## config.mk

```make
export PLATFORM = sky130hd
export DESIGN_NAME = sorted_interval_insert_merge_unit
export DESIGN_NICKNAME = d
export VERILOG_FILES = /design/src/design/siim_pkg.sv /design/src/design/sorted_interval_insert_merge_unit.sv /design/src/design/siim_front.sv /design/src/design/siim_queue.sv /design/src/design/siim_back.sv
export VERILOG_INCLUDE_DIRS = /design/src /design/src/design
export SDC_FILE = /design/constraint.sdc
export NUM_CORES = 1
export LEC_CHECK = 0
export ABC_AREA = 1
export BUFFER_PORTS_ARGS = -buffer_cell sky130_fd_sc_hd__buf_2
export CAP_MARGIN = 5
export CORE_MARGIN = 2
export CORE_UTILIZATION = 30
export CTS_CLUSTER_DIAMETER = 80
export DETAILED_ROUTE_END_ITERATION = 7
export SETUP_SLACK_MARGIN = 0.5
export SYNTH_ARGS = -nofsm -noshare
export SYNTH_HDL_FRONTEND = slang
export SYNTH_SLANG_ARGS = --single-unit
```

## constraint.sdc

```tcl
create_clock -name aclk -period 29.1 [get_ports aclk]
set_input_delay 4.365 -clock aclk [delete_from_list [all_inputs] [get_ports aclk]]
set_output_delay 4.365 -clock aclk [all_outputs]
set_load 0.03 [all_outputs]
```

## src/design/assert_macros.svh

```systemverilog
// Assertion helpers for the RTL.
`ifndef ASSERT_MACROS_SVH
`define ASSERT_MACROS_SVH

`ifndef ASSERT_OFF
`define ASSERT_IMPLY(lbl, clk, rstn, ante, cons) \
    lbl: assert property (@(posedge clk) disable iff (!rstn) (ante) |-> (cons)) \
        else $error("implication check failed");
`define ASSERT_NEXT(lbl, clk, rstn, ante, cons) \
    lbl: assert property (@(posedge clk) disable iff (!rstn) (ante) |=> (cons)) \
        else $error("next-cycle check failed");
`else
`define ASSERT_IMPLY(lbl, clk, rstn, ante, cons)
`define ASSERT_NEXT(lbl, clk, rstn, ante, cons)
`endif

`endif

```

## src/design/siim_pkg.sv

```systemverilog
package siim_pkg;

    localparam int VALUE_W = 32;
    localparam int QDEPTH  = 4;
    localparam int QPTR_W  = $clog2(QDEPTH);
    localparam int QCNT_W  = $clog2(QDEPTH + 1);
    localparam int ADDR_W  = 3;

    // phase codes
    localparam logic [1:0] PH_OPEN   = 2'd0;  // new interval not placed yet
    localparam logic [1:0] PH_MERGE  = 2'd1;  // pending merged interval held
    localparam logic [1:0] PH_PLACED = 2'd2;

    // register index codes
    localparam logic REG_NEW_START = 1'b0;
    localparam logic REG_NEW_END   = 1'b1;

    typedef struct packed {
        logic [VALUE_W-1:0] lo;
        logic [VALUE_W-1:0] hi;
        logic               last;
    } siim_res_t;

    // one queue entry: all results caused by one request
    typedef struct packed {
        logic      two;
        siim_res_t r0;
        siim_res_t r1;
    } siim_entry_t;

    typedef struct packed {
        logic [QCNT_W-1:0] count;
        logic              full;
        logic              empty;
    } siim_qstat_t;

endpackage

```

## src/design/sorted_interval_insert_merge_unit.sv

```systemverilog
// Channel   Dir  Handshake          Payload
// s_*       in   s_valid/s_ready    s_iv_start, s_iv_end, s_is_last, s_empty_list
// m_*       out  m_valid/m_ready    m_out_start, m_out_end, m_out_last
// apb       in   psel/penable/...   reg 0 new_start @0x0, reg 1 new_end @0x4
//
// One request per cycle is accepted while the 4-entry result queue has room.
// The front classifies a request in its accept cycle; the back sends
// an entry's one or two results in turn, each held until m_ready takes it. Results
// pass the queue, then the back's current-entry register; reset (aresetn, sync,
// low) clears phase, queue and output valid. Either side may stall freely.
`include "assert_macros.svh"

module sorted_interval_insert_merge_unit (
    input  logic                          aclk,
    input  logic                          aresetn,
    // request channel
    input  logic [siim_pkg::VALUE_W-1:0]  s_iv_start,
    input  logic [siim_pkg::VALUE_W-1:0]  s_iv_end,
    input  logic                          s_is_last,
    input  logic                          s_empty_list,
    input  logic                          s_valid,
    output logic                          s_ready,
    // result channel
    output logic [siim_pkg::VALUE_W-1:0]  m_out_start,
    output logic [siim_pkg::VALUE_W-1:0]  m_out_end,
    output logic                          m_out_last,
    output logic                          m_valid,
    input  logic                          m_ready,
    // configuration
    input  logic                          psel,
    input  logic                          penable,
    input  logic                          pwrite,
    input  logic [siim_pkg::ADDR_W-1:0]   paddr,
    input  logic [31:0]                   pwdata,
    output logic [31:0]                   prdata,
    output logic                          pready
);
    import siim_pkg::*;

    // interval to insert
    logic [VALUE_W-1:0] new_start_reg, new_start_next;
    logic [VALUE_W-1:0] new_end_reg, new_end_next;
    logic               cfg_wr;
    logic               reg_sel;

    siim_entry_t        f_entry, q_entry;
    siim_qstat_t        q_stat;
    logic               f_push, b_pop;
    logic [1:0]         phase;
    logic               s_accept;

    assign pready   = 1'b1;
    assign cfg_wr   = psel && penable && pwrite && pready;
    assign reg_sel  = paddr[2];
    assign s_accept = s_valid && s_ready;

    always_comb begin
        new_start_next = new_start_reg;
        new_end_next   = new_end_reg;
        if (cfg_wr) begin
            unique case (reg_sel)
                REG_NEW_START: new_start_next = pwdata[VALUE_W-1:0];
                REG_NEW_END:   new_end_next   = pwdata[VALUE_W-1:0];
                default:       ;
            endcase
        end
    end

    always_comb begin
        unique case (reg_sel)
            REG_NEW_START: prdata = new_start_reg;
            REG_NEW_END:   prdata = new_end_reg;
            default:       prdata = '0;
        endcase
    end

    always_ff @(posedge aclk) begin
        if (!aresetn) begin
            new_start_reg <= '0;
            new_end_reg   <= '0;
        end else begin
            new_start_reg <= new_start_next;
            new_end_reg   <= new_end_next;
        end
    end

    // front: accept and classify, update merge state
    siim_front u_front (
        .aclk         (aclk),
        .aresetn      (aresetn),
        .s_iv_start   (s_iv_start),
        .s_iv_end     (s_iv_end),
        .s_is_last    (s_is_last),
        .s_empty_list (s_empty_list),
        .s_valid      (s_valid),
        .s_ready      (s_ready),
        .new_start    (new_start_reg),
        .new_end      (new_end_reg),
        .q_full       (q_stat.full),
        .push         (f_push),
        .entry        (f_entry),
        .phase        (phase)
    );

    // decouples classification from output back-pressure
    siim_queue u_queue (
        .aclk    (aclk),
        .aresetn (aresetn),
        .push    (f_push),
        .din     (f_entry),
        .pop     (b_pop),
        .dout    (q_entry),
        .stat    (q_stat)
    );

    // back: serialize one or two results per entry
    siim_back u_back (
        .aclk        (aclk),
        .aresetn     (aresetn),
        .q_entry     (q_entry),
        .q_empty     (q_stat.empty),
        .pop         (b_pop),
        .m_out_start (m_out_start),
        .m_out_end   (m_out_end),
        .m_out_last  (m_out_last),
        .m_valid     (m_valid),
        .m_ready     (m_ready)
    );

    // queue never overfills
    `ASSERT_IMPLY(a_q_bound, aclk, aresetn, 1'b1, q_stat.count <= QCNT_W'(QDEPTH))
    // back only pops when something is queued
    `ASSERT_IMPLY(a_pop_nonempty, aclk, aresetn, b_pop, !q_stat.empty)
    // a list terminator always resets the phase
    `ASSERT_NEXT(a_last_phase, aclk, aresetn, s_accept && (s_is_last || s_empty_list), phase == PH_OPEN)
    // empty-list request always produces a result somewhere downstream
    `ASSERT_NEXT(a_empty_res, aclk, aresetn, s_accept && s_empty_list, !q_stat.empty || m_valid)

endmodule

```

## src/design/siim_front.sv

```systemverilog
module siim_front (
    input  logic                          aclk,
    input  logic                          aresetn,
    input  logic [siim_pkg::VALUE_W-1:0]  s_iv_start,
    input  logic [siim_pkg::VALUE_W-1:0]  s_iv_end,
    input  logic                          s_is_last,
    input  logic                          s_empty_list,
    input  logic                          s_valid,
    output logic                          s_ready,
    input  logic [siim_pkg::VALUE_W-1:0]  new_start,
    input  logic [siim_pkg::VALUE_W-1:0]  new_end,
    input  logic                          q_full,
    output logic                          push,
    output siim_pkg::siim_entry_t         entry,
    output logic [1:0]                    phase
);
    import siim_pkg::*;

    logic [1:0]         phase_reg, phase_next;
    logic [VALUE_W-1:0] mrg_lo_reg, mrg_lo_next;
    logic [VALUE_W-1:0] mrg_hi_reg, mrg_hi_next;
    logic               accept;
    logic               e_lt_ns, ne_lt_s, me_lt_s;
    logic [VALUE_W-1:0] open_lo, open_hi, grow_lo, grow_hi;

    assign s_ready = !q_full;
    assign accept  = s_valid && s_ready;
    assign phase   = phase_reg;

    assign e_lt_ns = $signed(s_iv_end) < $signed(new_start);
    assign ne_lt_s = $signed(new_end) < $signed(s_iv_start);
    assign me_lt_s = $signed(mrg_hi_reg) < $signed(s_iv_start);

    // first overlap: fold list interval with the new one
    assign open_lo = ($signed(new_start) < $signed(s_iv_start)) ? new_start : s_iv_start;
    assign open_hi = ($signed(s_iv_end) < $signed(new_end)) ? new_end : s_iv_end;
    // further overlap: grow the pending interval
    assign grow_lo = ($signed(s_iv_start) < $signed(mrg_lo_reg)) ? s_iv_start : mrg_lo_reg;
    assign grow_hi = ($signed(mrg_hi_reg) < $signed(s_iv_end)) ? s_iv_end : mrg_hi_reg;

    always_comb begin
        phase_next  = phase_reg;
        mrg_lo_next = mrg_lo_reg;
        mrg_hi_next = mrg_hi_reg;
        push        = 1'b0;
        entry       = '0;
        if (accept) begin
            if (s_empty_list) begin
                push        = 1'b1;
                entry.r0    = '{lo: new_start, hi: new_end, last: 1'b1};
                phase_next  = PH_OPEN;
            end else begin
                unique case (phase_reg)
                    PH_OPEN: begin
                        if (e_lt_ns) begin
                            push      = 1'b1;
                            entry.r0  = '{lo: s_iv_start, hi: s_iv_end, last: 1'b0};
                            entry.two = s_is_last;
                            entry.r1  = '{lo: new_start, hi: new_end, last: 1'b1};
                        end else if (ne_lt_s) begin
                            push       = 1'b1;
                            entry.two  = 1'b1;
                            entry.r0   = '{lo: new_start, hi: new_end, last: 1'b0};
                            entry.r1   = '{lo: s_iv_start, hi: s_iv_end, last: s_is_last};
                            phase_next = PH_PLACED;
                        end else begin
                            mrg_lo_next = open_lo;
                            mrg_hi_next = open_hi;
                            phase_next  = PH_MERGE;
                            push        = s_is_last;
                            entry.r0    = '{lo: open_lo, hi: open_hi, last: 1'b1};
                        end
                    end
                    PH_MERGE: begin
                        if (me_lt_s) begin
                            push       = 1'b1;
                            entry.two  = 1'b1;
                            entry.r0   = '{lo: mrg_lo_reg, hi: mrg_hi_reg, last: 1'b0};
                            entry.r1   = '{lo: s_iv_start, hi: s_iv_end, last: s_is_last};
                            phase_next = PH_PLACED;
                        end else begin
                            mrg_lo_next = grow_lo;
                            mrg_hi_next = grow_hi;
                            push        = s_is_last;
                            entry.r0    = '{lo: grow_lo, hi: grow_hi, last: 1'b1};
                        end
                    end
                    default: begin
                        // placed, and the unused code behaves the same
                        push       = 1'b1;
                        entry.r0   = '{lo: s_iv_start, hi: s_iv_end, last: s_is_last};
                        phase_next = PH_PLACED;
                    end
                endcase
                if (s_is_last) begin
                    phase_next = PH_OPEN;
                end
            end
        end
    end

    always_ff @(posedge aclk) begin
        if (!aresetn) begin
            phase_reg <= PH_OPEN;
        end else begin
            phase_reg <= phase_next;
        end
    end

    always_ff @(posedge aclk) begin
        if (!aresetn) begin
            mrg_lo_reg <= '0;
            mrg_hi_reg <= '0;
        end else begin
            mrg_lo_reg <= mrg_lo_next;
            mrg_hi_reg <= mrg_hi_next;
        end
    end

endmodule

```

## src/design/siim_queue.sv

```systemverilog
module siim_queue (
    input  logic                    aclk,
    input  logic                    aresetn,
    input  logic                    push,
    input  siim_pkg::siim_entry_t   din,
    input  logic                    pop,
    output siim_pkg::siim_entry_t   dout,
    output siim_pkg::siim_qstat_t   stat
);
    import siim_pkg::*;

    siim_entry_t       mem [QDEPTH];
    logic [QPTR_W-1:0] wr_ptr_reg, wr_ptr_next;
    logic [QPTR_W-1:0] rd_ptr_reg, rd_ptr_next;
    logic [QCNT_W-1:0] count_reg, count_next;
    logic              do_push, do_pop;

    assign stat.count = count_reg;
    assign stat.full  = (count_reg == QCNT_W'(QDEPTH));
    assign stat.empty = (count_reg == '0);
    assign do_push    = push && !stat.full;
    assign do_pop     = pop && !stat.empty;
    assign dout       = mem[rd_ptr_reg];

    always_comb begin
        wr_ptr_next = wr_ptr_reg;
        rd_ptr_next = rd_ptr_reg;
        count_next  = count_reg;
        if (do_push) begin
            wr_ptr_next = (wr_ptr_reg == QPTR_W'(QDEPTH - 1)) ? '0 : wr_ptr_reg + QPTR_W'(1);
        end
        if (do_pop) begin
            rd_ptr_next = (rd_ptr_reg == QPTR_W'(QDEPTH - 1)) ? '0 : rd_ptr_reg + QPTR_W'(1);
        end
        if (do_push && !do_pop) begin
            count_next = count_reg + QCNT_W'(1);
        end else if (do_pop && !do_push) begin
            count_next = count_reg - QCNT_W'(1);
        end
    end

    always_ff @(posedge aclk) begin
        if (!aresetn) begin
            wr_ptr_reg <= '0;
            rd_ptr_reg <= '0;
            count_reg  <= '0;
        end else begin
            wr_ptr_reg <= wr_ptr_next;
            rd_ptr_reg <= rd_ptr_next;
            count_reg  <= count_next;
        end
    end

    always_ff @(posedge aclk) begin
        if (do_push) begin
            mem[wr_ptr_reg] <= din;
        end
    end

endmodule

```

## src/design/siim_back.sv

```systemverilog
module siim_back (
    input  logic                          aclk,
    input  logic                          aresetn,
    input  siim_pkg::siim_entry_t         q_entry,
    input  logic                          q_empty,
    output logic                          pop,
    output logic [siim_pkg::VALUE_W-1:0]  m_out_start,
    output logic [siim_pkg::VALUE_W-1:0]  m_out_end,
    output logic                          m_out_last,
    output logic                          m_valid,
    input  logic                          m_ready
);
    import siim_pkg::*;

    siim_entry_t cur_reg, cur_next;
    logic        cur_valid_reg, cur_valid_next;
    logic        sub_reg, sub_next;
    logic        fire, done, load;
    siim_res_t   sel;

    assign fire = cur_valid_reg && m_ready;
    assign done = fire && (sub_reg || !cur_reg.two);
    assign load = !cur_valid_reg || done;
    assign pop  = load && !q_empty;

    assign sel         = sub_reg ? cur_reg.r1 : cur_reg.r0;
    assign m_valid     = cur_valid_reg;
    assign m_out_start = sel.lo;
    assign m_out_end   = sel.hi;
    assign m_out_last  = sel.last;

    always_comb begin
        cur_next       = cur_reg;
        cur_valid_next = cur_valid_reg;
        sub_next       = sub_reg;
        if (load) begin
            cur_valid_next = pop;
            sub_next       = 1'b0;
            if (pop) begin
                cur_next = q_entry;
            end
        end else if (fire) begin
            sub_next = 1'b1;  // second result of a two-result entry
        end
    end

    always_ff @(posedge aclk) begin
        if (!aresetn) begin
            cur_valid_reg <= 1'b0;
            sub_reg       <= 1'b0;
        end else begin
            cur_valid_reg <= cur_valid_next;
            sub_reg       <= sub_next;
        end
    end

    always_ff @(posedge aclk) begin
        cur_reg <= cur_next;
    end

endmodule

```

==> Yosys cells after proc, flatten, opt, wreduce, memory -nomap -nowiden <==
Memories as Yosys holds them, arrays and structs flattened. A register that Yosys moved wholly into a read port is not among the register bits.
Index checks and enable logic that the tools add are counted.
{ "word_totals": {"reg_bits": 139, "ram_bits": 524, "out_inout_bits": 100, "wordCells": 108, "in_bits": 108, "memories": 1} }
{ "classes": {"addsub": 4, "bitwise": 3, "n_mux": 46, "reduce_logical": 28, "magnitude_cmp": 7, "n_eq_ne": 9} }
{ "mem_list": {"columns": ["memory", "depth", "width", "rd", "rd_ports_with_merged_regs", "wr", "line", "text"], "rows": [
  ["u_queue.mem", 4, 131, 1, 1, 1, "siim_queue.sv:12", "siim_entry_t mem [QDEPTH];"]
]} }
{ "ops": {"columns": ["cell", "n"], "rows": [
  ["$mux W65", 7],
  ["$mux W32", 10],
  ["$mux W131", 2],
  ["$pmux W65 S2", 2],
  ["$lt A32 B32 Y1", 7],
  ["$pmux W32 S2", 3],
  ["$mux W2", 7],
  ["$logic_and A1 B1 Y1", 10],
  ["$mux W1", 10],
  ["$logic_not A1 Y1", 6],
  ["$mux W3", 2],
  ["$ne A2 B2 Y1 const B", 3],
  ["$reduce_and A2 Y1", 3],
  ["$reduce_and A6 Y1", 1],
  ["$add A2 B1 Y2 const B", 2],
  ["$eq A2 B2 Y1 const B", 2],
  ["$ne A4 B3 Y1 const B", 1],
  ["$ne A4 B4 Y1 const B", 1],
  ["$pmux W1 S2", 2],
  ["$pmux W2 S2", 1],
  ["$reduce_bool A2 Y1", 2],
  ["$add A3 B1 Y3 const B", 1],
  ["$eq A3 B3 Y1 const B", 1],
  ["$logic_not A3 Y1", 1],
  ["7 further kinds", 10]
]} }

==> Depth between registers and ports, before layout <==
{ "logic_depth": {"ltp_word": 11, "mapped_depth": 27, "ltp_nobuf": 27} }

==> Modules after synthesis <==
From an unflattened synthesis, not the netlist that was laid out.
{ "unflattened": {"hier_cells": 5177, "hier_area_um2": 43980.9} }
{ "by_module_without_submodules": {"columns": ["module", "n_inst", "cells_per_inst", "area_each_um2"], "rows": [
  ["siim_queue", 1, 1338, 19896.6],
  ["siim_front", 1, 2997, 16184.3],
  ["siim_back", 1, 352, 4820.9],
  ["sorted_interval_insert_merge_unit", 1, 490, 3079.2]
]} }

==> Worst setup path after synthesis <==
OpenSTA, ideal clock, no wires.
{ "synth_path": {"path_kind": "input to register", "startpoint": "input m_ready", "endpoint": "register u_queue.count_reg[1]", "path_buffers": 0, "path_slack_ps": 17006, "required_time_ps": 28981, "stages": 10, "arrival_time_ps": 11975, "setup_ps": 119, "path_cell_list": "nand2_1 > nand2_1 > inv_1 > nor2_1 > inv_1 > ha_1 > inv_1 > fa_1 > o21ai_0 > a21oi_1"} }
{ "synth_between": {"elab_chain_len": 8, "word_cells_on_any_way": 10} }
{ "synth_lines": {"columns": ["element", "line", "text"], "rows": [
  ["start: declaration", "sorted_interval_insert_merge_unit.sv:28", "input logic m_ready,"],
  ["$logic_and A1 B1 Y1", "siim_back.sv:21", "assign fire = cur_valid_reg && m_ready;"],
  ["$logic_and A1 B1 Y1", "siim_back.sv:22", "assign done = fire && (sub_reg || !cur_reg.two);"],
  ["$logic_or A1 B1 Y1", "siim_back.sv:23", "assign load = !cur_valid_reg || done;"],
  ["$logic_and A1 B1 Y1", "siim_back.sv:24", "assign pop = load && !q_empty;"],
  ["via b_pop", "sorted_interval_insert_merge_unit.sv:48", "logic f_push, b_pop;"],
  ["$logic_and A1 B1 Y1", "siim_queue.sv:22", "assign do_pop = pop && !stat.empty;"],
  ["$logic_not A1 Y1", "siim_queue.sv:35", "if (do_push && !do_pop) begin"],
  ["$logic_and A1 B1 Y1", "siim_queue.sv:35", null],
  ["$mux W3", "siim_queue.sv:35", null],
  ["via u_queue.count_next[1]", "siim_queue.sv:15", "logic [QCNT_W-1:0] count_reg, count_next;"],
  ["end signal: assignment", "siim_queue.sv:50", "count_reg <= count_next;"],
  ["end: declaration", "siim_queue.sv:15", null]
]} }
The timed path passes the listed nets, and every way through them passes these cells.
A chain may end at the register's enable or synchronous reset.

==> Final worst setup path <==
{ "layout_path": {"startpoint": "input paddr[2] (netlist bit)", "endpoint": "output prdata[19]"} }
{ "layout_between": {"elab_chain_len": 2} }
{ "layout_lines": {"columns": ["element", "line", "text"], "rows": [
  ["start: declaration", "sorted_interval_insert_merge_unit.sv:33", "input logic [siim_pkg::ADDR_W-1:0] paddr,"],
  ["$not A1 Y1 (no line)", null, null],
  ["$pmux W32 S2 *", "sorted_interval_insert_merge_unit.sv:70", "unique case (reg_sel)"],
  ["end: declaration", "sorted_interval_insert_merge_unit.sv:35", "output logic [31:0] prdata,"]
]} }
Mark *: on every way between the ends. The rest lies on a longest branch, timed or not.

==> summary.md <==
The flow ran to the end, and the final reports show no timing, DRC or antenna violations. The fraction of the mapped netlist area in simple logic gates was 0.216. For the worst slew margin relative to its limit, the log shows 0.243.

The routability congestion estimate from global placement is 0.917. The net count of the finished layout is 5359. Overall die area: 0.145 mm2.

The worst setup path is launched from an input port. By area, the combinational part of the netlist is dominated by simple AND/OR/NAND/NOR gates. The number of stages on the worst hold path works out to 2.

Total I/O pin count: 208. CTS root buffer: clkbuf_16. The tools report the initial antenna violation count as 50. The maximum root-to-sink buffer count is 3, and the post-synthesis average cell area is 8.54 um2. Counting every net in the synthesized netlist gives 5336. The ratio of final minimum period to clock period works out to 0.362. The tools report the H-tree depth as 3.

The finished cells cover 0.0481 mm2. The first global-routing pass estimated 215000 um of wire. The cell area that synthesis handed to floorplanning was 0.0427 mm2. The combinational fraction of design power came out at 0.323. The highest ir drop seen on vdd came out at 63.3 uV.

The vertical extent of the die is 381 um. The run gives 18.75 ns as the post-placement worst setup slack. The number of CTS-inserted buffers came out at 87.

The residual overflow from global routing is 0, and the share of post-route cells with drive strength above 1 is 0.0841. Yosys mapped a number of flops with a built-in enable equal to 655. Setup repair after global routing left no endpoint under its margin.

Counting every instance in the synthesized netlist gives 5004. The run gives 0 as the remaining antenna violation count. The finished layout holds 6997 standard cells, fillers aside. The class of the tightest hold or removal check was reg2reg. The register with the most flip-flops in the layout has 524 of them. Counting every sink on the clock net gives 794. The final wirelength is 146000 um.

The slew at the pin closest to its max-slew limit is 1.12 ns. The run gives 33600 as the via count of the first global-routing pass. The share of total power in sequential cells came out at 0.401. The clock group share of total power was 0.275; the power density of the placed cells was 82.0 mW/mm2. The via count normalized by instance count works out to 5.25.

The Yosys step of the flow raised 0 warnings. The design draws 3940 uW. Row generation in the floorplan step produced 138 rows. The number of buffers inserted by hold repair at cts is 0. The required time of the worst setup path was 24.73 ns; the first-pass iteration count of the detailed router was 6. The share of the synthesized netlist area taken by xor and xnor gates was 0; the first-iteration detailed-routing DRC count was 4194. Cell internal power was estimated by the tool at 2450 uW.

The number of different library cells used by synthesis comes to 37. Counting flops and latches in the post-synthesis netlist gives 794. The adder-cell share of the synthesized area is 0.0658, and the width of the die is 381 um. For the largest net degree at the start of global routing, the log shows 96. The sum of net half-perimeters after detailed placement was 92900 um; the count of vias placed by the detailed router was 36700.

Dividing the detail-routed wire length by the instance count gives 20.8 um. Including well taps, the total number of placed cells is 6828. Leaving out fill and tap cells, the most frequent cells in the layout are nand2_1 (1355), edfxtp_1 (655), o21ai_0 (517), nand3_1 (450), a21oi_1 (370). Across the routed clock network, the largest skew measured is 0.0369 ns. TritonCTS built the clock tree.

The tools report the nature of the critical path endpoint as an output pin. The fraction of synthesized area in multiplexers came out at 0. The count of input and output buffers came out at 204.

The logs give 6.16 ns for the data arrival time of the critical path and 0 for the number of setup violations in the final report. The initial core utilization was 0.302; the net switching component of the power was 1490 uW. In this run the cell area measured after placement is 0.0453 mm2. The analysis attributes to cell leakage a power of 0.0194 uW. The number of gates resized after CTS was 0.

Highest clock rate: 95.0 MHz. Max-cap violations in this run came to 0. The switching power share of the total was 0.378.

The tools report the overall global routing resource usage as 0.193. Post-CTS timing repair inserted 0 buffers for setup. The tools report the sequential cell area fraction in the yosys report as 0.525. The signed area change from the synthesized netlist to the final layout came out at 12.5%. The fraction of registers with async set or reset after synthesis was 0. After clock tree synthesis, the clock-pin slew on the worst setup and hold paths is 0.06 ns. The primary flip-flop cell chosen by synthesis mapping is edfxtp_1. In this run the worst path has a maximum fanout of 66.

After detailed routing, the number of remaining DRC violations is 0. For the worst-skew pair, the clock arrives at the later sink with an insertion delay of 0.68 ns. The core region is 0.141 mm2.

After routing, the total negative slack on setup checks comes to 0 ns. The worst path needs 10.52 ns of the cycle, external delays included. Setup slack closes at 18.58 ns. The area fraction in compound gates after synthesis was 0.128.

The number of cells on the worst reg-to-reg path was 14. The count of endpoints failing hold in the final timing report came out at 0. Leaving out fill and tap cells, the most frequent cell in the layout is nand2_1. The critical path in this run is classified as in2out. Count of pins over their slew limit: 0.
-- worst max-delay path: stages --
cell and delay, ns:
buf_2 0.10, buf_4 0.31, o21ai_0 0.98, buf_2 0.36
-- layer usage --
metal  global-route usage  up-vias  wire length, um
li1                     -    17200                -
met1                0.255    17400            59800
met2                0.308     1749            66600
met3               0.0546      318            15200
met4               0.0550       38             3910
met5                    0        -              252
-- power groups by stage --
stage | Clock, uW | Combinational, uW | Sequential (uW)
3_3_place_gp | 0 | 1270 | 1600
2_1_floorplan | 0 | 863 | 1610
5_1_grt | 1140 | 1410 | 1600
4_1_cts | 1100 | 1290 | 1580
6_report | 1090 | 1280 | 1580
3_5_place_dp | 0 | 1280 | 1610
-- per-stage QoR --
stage,hold WS [ns],utilization
3_3_place_gp,0.471,0.320
3_5_place_dp,0.481,0.320
6_report,0.499,0.340
2_1_floorplan,0.452,-
5_1_grt,0.516,0.340
4_1_cts,0.492,0.340
-- cells in the mapped netlist (14+ instances only) --
cell type	instances	area, um2
nand4_1	76	475
nand2_1	1363	5120
ha_1	223	2790
dfxtp_1	139	2780
buf_4	14	105
edfxtp_1	655	19700
nand3_1	456	2280
buf_2	67	335
o22ai_1	131	820
buf_1	22	82.6
inv_1	366	1370
o21ai_0	517	2590
nor2_1	321	1200
a21oi_1	370	1850
clkbuf_1	221	830
-- final cells by class --
cell class / count / area [um2]
flip-flops and latches: 794 / 22500
repair buffers: 259 / 1430
well taps: 1890 / 2360
diodes: 16 / 40.0
inverters: 372 / 1410
multi-input cells: 3513 / 17600
clock inverters: 46 / 442
clock buffers: 107 / 2290
fillers: 14400 / 93300
-- logic make-up after synthesis --
kind of cell    count (synthesis)
compound gates               1048
fa+ha+maj                     224
buf+inv                       697
flops                         794
other cells                     1
simple gates                 2240
-- path summary, 6_finish.rpt --
path	startpoint	endpoint	slack [ns]
worst max register to register	new_start_reg[31]	u_queue.mem[2][34]	23.90
worst min register to register	u_front.mrg_lo_reg[0]	u_front.mrg_lo_reg[0]	0.50
worst min-delay path	u_front.mrg_lo_reg[0]	u_front.mrg_lo_reg[0]	0.50
worst max-delay path	paddr[2]	prdata[19]	18.58
Power figures use the tool's default switching activity.
